`src/rtl/iafp_pkg.sv`:
```
// Package: constants and types shared by the angle frame parser modules.
package iafp_pkg;

    localparam int BYTE_W = 8;
    localparam int CNT_W = 4;
    localparam int YAW_W = 17;
    localparam int WORD_W = 16;

    // Frame header bytes
    localparam logic [BYTE_W-1:0] HDR_FIRST = 8'h55;
    localparam logic [BYTE_W-1:0] HDR_SECOND = 8'h53;
    localparam logic [BYTE_W-1:0] SUM_INIT = HDR_FIRST + HDR_SECOND;

    // Payload byte positions
    localparam logic [CNT_W-1:0] PL_YAW_LO = 4'd4;
    localparam logic [CNT_W-1:0] PL_YAW_HI = 4'd5;
    localparam logic [CNT_W-1:0] PL_TRL_LO = 4'd6;
    localparam logic [CNT_W-1:0] PL_TRL_HI = 4'd7;
    localparam logic [CNT_W-1:0] PL_SUM = 4'd8;

    // Half turn in raw yaw codes
    localparam logic [WORD_W-1:0] HALF_TURN = 16'h8000;

    // Completed frame, handed from the parser to the yaw stage
    typedef struct packed {
        logic              done;
        logic              ok;
        logic [WORD_W-1:0] yaw_raw;
        logic [WORD_W-1:0] trailer;
    } t_frame;

endpackage

```
`src/rtl/iafp_if.sv`:
```
// Interfaces: received byte channel and frame result channel.
interface iafp_byte_if;
    logic       valid;
    logic       ready;
    logic [7:0] rx_byte;

    modport source (output valid, output rx_byte, input ready);
    modport sink (input valid, input rx_byte, output ready);
endinterface

interface iafp_result_if;
    logic        valid;
    logic        ready;
    logic [16:0] yaw_code;
    logic [16:0] yaw_change;
    logic [15:0] trailer_word;
    logic        checksum_ok;

    modport source (output valid, output yaw_code, output yaw_change, output trailer_word,
                    output checksum_ok, input ready);
    modport sink (input valid, input yaw_code, input yaw_change, input trailer_word,
                  input checksum_ok, output ready);
endinterface

```
`src/rtl/iafp_frame_fsm.sv`:
```
// Frame parser: input byte register, header hunt, payload capture and running sum.
module iafp_frame_fsm (
    input  logic                      i_clk,
    input  logic                      i_rst_n,
    input  logic                      i_byte_vld,
    input  logic [iafp_pkg::BYTE_W-1:0] i_byte,
    output logic                      o_byte_rdy,
    input  logic                      i_out_block,
    output iafp_pkg::t_frame          o_frm
);
    import iafp_pkg::*;

    typedef enum logic [1:0] {
        PH_HUNT1,
        PH_HUNT2,
        PH_DATA
    } t_phase;

    t_phase             r_phase;
    logic [CNT_W-1:0]   r_cnt;
    logic [BYTE_W-1:0]  r_sum;
    logic [BYTE_W-1:0]  r_byte;
    logic               r_byte_vld;
    logic [BYTE_W-1:0]  r_yaw_lo;
    logic [BYTE_W-1:0]  r_yaw_hi;
    logic [BYTE_W-1:0]  r_trl_lo;
    logic [BYTE_W-1:0]  r_trl_hi;

    logic               frm_end;
    logic               stall;
    logic               adv;

    // Hold the closing byte while the result register is occupied and not being taken
    assign frm_end = r_byte_vld && (r_phase == PH_DATA) && (r_cnt == PL_SUM);
    assign stall = frm_end && i_out_block;
    assign adv = r_byte_vld && !stall;
    assign o_byte_rdy = !r_byte_vld || !stall;

    assign o_frm.done = frm_end && !stall;
    assign o_frm.ok = (r_sum == r_byte);
    assign o_frm.yaw_raw = {r_yaw_hi, r_yaw_lo};
    assign o_frm.trailer = {r_trl_hi, r_trl_lo};

    // Input register
    always_ff @(posedge i_clk) begin
        if (!i_rst_n) begin
            r_byte_vld <= 1'b0;
        end else if (o_byte_rdy) begin
            r_byte_vld <= i_byte_vld;
            r_byte <= i_byte;
        end
    end

    // Hunt for the header, then count and sum the payload
    always_ff @(posedge i_clk) begin
        if (!i_rst_n) begin
            r_phase <= PH_HUNT1;
            r_cnt <= '0;
            r_sum <= SUM_INIT;
        end else if (adv) begin
            case (r_phase)
                PH_HUNT2: begin
                    r_phase <= (r_byte == HDR_SECOND) ? PH_DATA : PH_HUNT1;
                    r_cnt <= '0;
                    r_sum <= SUM_INIT;
                end
                PH_DATA: begin
                    r_sum <= r_sum + r_byte;
                    r_cnt <= r_cnt + 1'b1;
                    if (r_cnt == PL_YAW_LO) r_yaw_lo <= r_byte;
                    if (r_cnt == PL_YAW_HI) r_yaw_hi <= r_byte;
                    if (r_cnt == PL_TRL_LO) r_trl_lo <= r_byte;
                    if (r_cnt == PL_TRL_HI) r_trl_hi <= r_byte;
                    if (r_cnt == PL_SUM) begin
                        r_phase <= PH_HUNT1;
                    end
                end
                default: begin
                    r_phase <= (r_byte == HDR_FIRST) ? PH_HUNT2 : PH_HUNT1;
                end
            endcase
        end
    end

endmodule

```
`src/rtl/iafp_yaw_calc.sv`:
```
// Yaw stage: yaw decode, change against last good yaw, result register.
module iafp_yaw_calc (
    input  logic                      i_clk,
    input  logic                      i_rst_n,
    input  iafp_pkg::t_frame          i_frm,
    output logic                      o_block,
    output logic                      o_vld,
    input  logic                      i_rdy,
    output logic [iafp_pkg::YAW_W-1:0]  o_yaw_code,
    output logic [iafp_pkg::YAW_W-1:0]  o_yaw_change,
    output logic [iafp_pkg::WORD_W-1:0] o_trailer,
    output logic                      o_ok
);
    import iafp_pkg::*;

    logic               r_vld;
    logic [YAW_W-1:0]   r_prev_yaw;
    logic [YAW_W-1:0]   r_yaw_code;
    logic [YAW_W-1:0]   r_yaw_change;
    logic [WORD_W-1:0]  r_trailer;
    logic               r_ok;

    logic [YAW_W-1:0]   yaw_code;
    logic [YAW_W-1:0]   yaw_change;

    // Raw words above a half turn wrap to negative
    assign yaw_code = (i_frm.yaw_raw > HALF_TURN) ? {1'b1, i_frm.yaw_raw}
                                                  : {1'b0, i_frm.yaw_raw};
    assign yaw_change = yaw_code - r_prev_yaw;

    assign o_block = r_vld && !i_rdy;

    // Result register; zero the fields of a failed frame
    always_ff @(posedge i_clk) begin
        if (!i_rst_n) begin
            r_vld <= 1'b0;
            r_prev_yaw <= '0;
        end else if (i_frm.done) begin
            r_vld <= 1'b1;
            r_ok <= i_frm.ok;
            r_yaw_code <= i_frm.ok ? yaw_code : '0;
            r_yaw_change <= i_frm.ok ? yaw_change : '0;
            r_trailer <= i_frm.ok ? i_frm.trailer : '0;
            if (i_frm.ok) r_prev_yaw <= yaw_code;
        end else if (i_rdy) begin
            r_vld <= 1'b0;
        end
    end

    assign o_vld = r_vld;
    assign o_yaw_code = r_yaw_code;
    assign o_yaw_change = r_yaw_change;
    assign o_trailer = r_trailer;
    assign o_ok = r_ok;

endmodule

```
`src/rtl/imu_angle_frame_parser.sv`:
```
// Top level: angle frame parser for the inertial sensor's serial byte stream.
//
// i_in carries received serial bytes, one per transfer. The parser hunts for
// the header 0x55 0x53, takes nine payload bytes and checks the 8-bit sum of
// the header and the first eight payload bytes against the ninth.
// o_out carries one result per completed frame: yaw code, change since the
// last good yaw, the trailing word and the checksum flag. Failed frames give
// zero fields and leave the last good yaw alone.
// Throughput is one byte per cycle while no closing byte is held. Each byte
// passes through the input register; the result of a frame is registered in
// the result register when its closing byte leaves the input register.
// While a result waits on o_out, bytes keep being taken; only a frame's
// closing byte is held in the input register until the result register
// frees, and i_in.ready then drops.
// Reset (synchronous, active low) returns to the header hunt, clears the
// last good yaw to zero and empties both registers.
module imu_angle_frame_parser (
    input  logic          i_clk,
    input  logic          i_rst_n,
    iafp_byte_if.sink     i_in,
    iafp_result_if.source o_out
);
    import iafp_pkg::*;

    t_frame frm;
    logic   out_block;

    iafp_frame_fsm u_fsm (
        .i_clk      (i_clk),
        .i_rst_n    (i_rst_n),
        .i_byte_vld (i_in.valid),
        .i_byte     (i_in.rx_byte),
        .o_byte_rdy (i_in.ready),
        .i_out_block(out_block),
        .o_frm      (frm)
    );

    iafp_yaw_calc u_yaw (
        .i_clk       (i_clk),
        .i_rst_n     (i_rst_n),
        .i_frm       (frm),
        .o_block     (out_block),
        .o_vld       (o_out.valid),
        .i_rdy       (o_out.ready),
        .o_yaw_code  (o_out.yaw_code),
        .o_yaw_change(o_out.yaw_change),
        .o_trailer   (o_out.trailer_word),
        .o_ok        (o_out.checksum_ok)
    );

endmodule

```
`src/flat_wrapper.sv`:
```
// flat-port wrapper written by rule: the top's interface ports become plain ports
module imu_angle_frame_parser_flat import iafp_pkg::*;
  (i_clk, i_rst_n, i_in_valid, i_in_rx_byte, i_in_ready, o_out_valid, o_out_yaw_code, o_out_yaw_change, o_out_trailer_word, o_out_checksum_ok, o_out_ready);
  iafp_byte_if i_in_i ();
  iafp_result_if o_out_i ();
  input  logic i_clk;
  input  logic i_rst_n;
  input wire logic [$bits(i_in_i.valid)-1:0] i_in_valid;
  input wire logic [$bits(i_in_i.rx_byte)-1:0] i_in_rx_byte;
  output wire logic [$bits(i_in_i.ready)-1:0] i_in_ready;
  output wire logic [$bits(o_out_i.valid)-1:0] o_out_valid;
  output wire logic [$bits(o_out_i.yaw_code)-1:0] o_out_yaw_code;
  output wire logic [$bits(o_out_i.yaw_change)-1:0] o_out_yaw_change;
  output wire logic [$bits(o_out_i.trailer_word)-1:0] o_out_trailer_word;
  output wire logic [$bits(o_out_i.checksum_ok)-1:0] o_out_checksum_ok;
  input wire logic [$bits(o_out_i.ready)-1:0] o_out_ready;
  assign i_in_i.valid = i_in_valid;
  assign i_in_i.rx_byte = i_in_rx_byte;
  assign i_in_ready = i_in_i.ready;
  assign o_out_valid = o_out_i.valid;
  assign o_out_yaw_code = o_out_i.yaw_code;
  assign o_out_yaw_change = o_out_i.yaw_change;
  assign o_out_trailer_word = o_out_i.trailer_word;
  assign o_out_checksum_ok = o_out_i.checksum_ok;
  assign o_out_i.ready = o_out_ready;
  imu_angle_frame_parser u_core (.i_clk(i_clk), .i_rst_n(i_rst_n), .i_in(i_in_i), .o_out(o_out_i));
endmodule
```
`config.mk`:
```
export PLATFORM = sky130hd
export DESIGN_NAME = imu_angle_frame_parser_flat
export DESIGN_NICKNAME = d
export VERILOG_FILES = /design/src/rtl/iafp_pkg.sv /design/src/rtl/iafp_if.sv /design/src/rtl/iafp_frame_fsm.sv /design/src/rtl/iafp_yaw_calc.sv /design/src/rtl/imu_angle_frame_parser.sv /design/src/flat_wrapper.sv
export SDC_FILE = /design/constraint.sdc
export NUM_CORES = 1
export LEC_CHECK = 0
export ABC_CLOCK_PERIOD_IN_PS = 3100
export BUFFER_PORTS_ARGS = -buffer_cell sky130_fd_sc_hd__buf_2
export CORE_UTILIZATION = 40
export CTS_CLUSTER_SIZE = 25
export DETAILED_ROUTE_END_ITERATION = 16
export GPL_TIMING_DRIVEN = 1
export HOLD_SLACK_MARGIN = 0.05
export PLACE_DENSITY = 0.65
export SLEW_MARGIN = 20
export SYNTH_ARGS = -nofsm -noshare
export SYNTH_HDL_FRONTEND = slang
export SYNTH_HIERARCHICAL = 1
export SYNTH_SLANG_ARGS = --single-unit
```
`constraint.sdc`:
```
create_clock -name i_clk -period 3.1 [get_ports i_clk]
set_input_delay 0.155 -clock i_clk [delete_from_list [all_inputs] [get_ports i_clk]]
set_output_delay 0.155 -clock i_clk [all_outputs]
set_load 0.005 [all_outputs]
```
==> reports/qor.csv <==
metric,value,unit
met3_length,382,µm
max_freq,369,MHz
async_flop_share,0,%
route.detailed.wl_per_inst,15.1,µm
yosysWarnings,6,
synth_xor_area_share,2.91,%
leakagePower,2.56,nW
cts_tree,built,
drt_wl_total,11.6,mm
gp_congestion,0.869,
numClockSinks,124,
design_area,0.00695,mm²
final.setup.tns,0,ns
clock_power_share,50.8,%
initial_core_util,41.0,%
status,"complete, no violations",
antenna_found_initial,0,
clkTransAtPathRegs,0.06,ns
clock_latency,0.41,ns
area_growth,21.5,%
period_share,87.4,%
synth_area,0.00572,mm²
internal-power,3.02,mW
ctsResizeCount,0,
num_rows,43,
ant_nets,0,
firstDrtPassIters,4,
synthAdderAreaFrac,7.05,%
final_cells,768,
vdd_ir_drop_max,0.336,mV
h-tree-depth,4,
switchingPower,0.798,mW
p_seq_share,47.1,%
multi_input_area,0.00216,mm²
cpMaxStageDelayCell,edfxtp_1,
hold_viol,0,
io_buffers,64,
setup_ws,0.389,ns
dieHeight,122,µm
layout.nets,618,
drcViolationCount,0,
dpl_worst_slack,0.381,ns
grt_pass1_vias,3760,
layout-drive-gt1-share,19.4,%
hpwl,8.36,mm
vias_per_cell,4.94,
met2WireLength,5.85,mm
required,3.43,ns
final-seq-area,0.00339,mm²
synthCells,490,
path_common_cell,nand2_1,
synth_edf_count,91,
syn_avg_cell_area,11.7,µm²
synth_top_family_by_area,simple AND/OR/NAND/NOR gates,
whs,0.0627,ns
crit_path_start_kind,register,
path_max_fanout,23,
fin_worst_skew,0.00853,ns
fin_crit,2.71,ns
ys_seq_area_share,59.4,%
cap_violations,0,
synth_nets,533,
setup_viol,0,
rsz0062_at_grt,no,
drv_slew,0,
dp_cells,727,
end_kind,register,
postLayoutCoreUtil,49.8,%
cts-buffers-inserted,17,
wl_met1,5.22,mm
critPathArrivalTime,3.04,ns
grt_max_degree,31,
worst_pin_slew,0.597,ns
placed_area,0.00627,mm²
drt_iter0_drc,194,
vias,3794,
path_cells,ha_1 > nor4_1 > nand2_1 > nor4_2 > buf_4 > and2_1 > nand2_1 > a21boi_0,
top_layer_used,met4,
synth_mux_area_share,0.700,%
cellPowerDensity,549,mW/mm²
antenna_cells,0,
synth-compound-area-share,9.81,%
ys_ff_latch,124,
synth_flop_cell,edfxtp_1,
synth-simple-area-share,17.3,%
grt_pass1_wl,18.8,mm
critical_path.max_stage_delay,0.52,ns
die_w,122,µm
ys_types,49,
r2r_slack,0.39,ns
comb_power_share,2.0,%
finalPower,3.82,mW
grt-ovfl-total,0,
fp.coreArea,0.0139,mm²
cts_max_path_buffers,2,
min_path_type,in -> reg,
relSlewSlack,60.1,%
swShare,20.9,%
num_io_pins,65,
ctsRootBufferMaster,clkbuf_16,
fill_cells,1204,
worstSetupPathType,reg -> reg,
grt_util_all_layers,16.9,%
die_area,0.0148,mm²
flip-flops by register name (all words and copies together), names as in the netlist:
signal                     cells
u_core/u_yaw/o_yaw_change     17
u_core/u_yaw/o_yaw_code       17
u_core/u_yaw/r_prev_yaw       17
u_core/u_yaw/o_trailer        16
u_core/u_fsm/r_byte            8
u_core/u_fsm/r_sum             8
u_core/u_fsm/r_trl_hi          8
u_core/u_fsm/r_trl_lo          8
u_core/u_fsm/r_yaw_hi          8
u_core/u_fsm/r_yaw_lo          8
u_core/u_fsm/r_cnt             4
u_core/u_fsm/r_phase           2
u_core/u_fsm/r_byte_vld        1
u_core/u_yaw/o_ok              1
u_core/u_yaw/o_vld             1
power by group through the flow:
stage               sequential [mW]  combinational (mW)  clock (mW)
floorplan                      1.83              0.0446           0
detailed placement             1.83              0.0690           0
global placement               1.83              0.0689           0
CTS                            1.80              0.0786        1.99
finish                         1.80              0.0781        1.94
global route                   1.80              0.0863        2.06
routing by layer:
metal  vias to the layer above  global-route usage, %
li1                       1907                      -
met1                      1801                   20.5
met2                        75                   28.7
met3                        11                   4.40
met4                         0                   6.48
met5                         -                      0
logic make-up after synthesis:
family                   after synthesis
XOR/XNOR                              19
AND/OR/NAND/NOR                      189
multiplexers                           4
flip-flops                           124
buffers and inverters                 40
adder cells (fa/ha/maj)               31
AO/OA/AOI/OAI                         83
final timing paths:
path	from	end	cells past startpoint
min	i_rst_n	u_core/u_fsm/r_sum[3]	2
max	u_core/u_fsm/r_byte[2]	u_core/u_yaw/r_prev_yaw[13]	8
min reg2reg	u_core/u_yaw/r_prev_yaw[8]	u_core/u_yaw/r_prev_yaw[8]	2
max reg2reg	u_core/u_fsm/r_byte[2]	u_core/u_yaw/r_prev_yaw[13]	8
final cells by class:
class                           instances  share of cell area [%]
Sequential cell                       124                    48.9
Multi-Input combinational cell        326                    31.2
Timing Repair Buffer                   80                    6.85
Clock buffer                           18                    6.18
Tap cell                              180                    3.24
Clock inverter                         14                    2.31
Inverter                               26                    1.41
cell usage in the layout, fill, tap and decap left out, types with 3 or more instances in the layout:
cell / instances
nand3_1: 15
nand2b_1: 4
buf_4: 6
clkinv_4: 3
ha_1: 29
nand2_1: 67
o21ai_0: 9
edfxtp_1: 91
a31oi_1: 5
mux2i_1: 4
nor3_1: 4
nand3b_1: 3
inv_1: 26
nor4_1: 5
xnor2_1: 12
dfxtp_1: 33
clkinvlp_4: 4
and2_1: 54
o21bai_1: 3
nand4_1: 3
clkbuf_16: 17
o21ai_1: 8
a21boi_0: 21
a21oi_2: 5
inv_6: 5
nor2b_1: 8
dlygate4sd3_1: 9
xor2_1: 7
buf_2: 64
a21oi_1: 13
nor2_1: 13
a21o_1: 6
critical path, delay by kind of cell, from the launching register on:
family / cells / cell delay (ns)
compound gates: 1 / 0.17
flops: 1 / 0.52
fa+ha+maj: 1 / 0.40
simple gates: 5 / 1.25
buf+inv: 1 / 0.29
cell usage after synthesis, types with 5 or more instances:
master | n | share of area [%]
a21boi_0 | 21 | 2.8
a21o_1 | 6 | 0.79
a21oi_1 | 13 | 1.1
a21oi_2 | 5 | 0.77
a31oi_1 | 5 | 0.55
and2_1 | 55 | 6.0
clkbuf_1 | 10 | 0.66
dfxtp_1 | 33 | 12
edfxtp_1 | 91 | 48
ha_1 | 29 | 6.3
inv_1 | 26 | 1.7
nand2_1 | 67 | 4.4
nand3_1 | 15 | 1.3
nor2_1 | 13 | 0.85
nor2b_1 | 8 | 0.88
nor4_1 | 6 | 0.66
o21ai_0 | 9 | 0.79
o21ai_1 | 8 | 0.70
xnor2_1 | 12 | 1.8
xor2_1 | 7 | 1.1
what timing repair did:
item,4_1_cts,5_1_grt
endpoints found under the setup margin,0,0
hold buffers,9,0
hold endpoints to repair,9,0
setup buffers,0,0
Note: power is estimated with default switching activity, not from simulation.
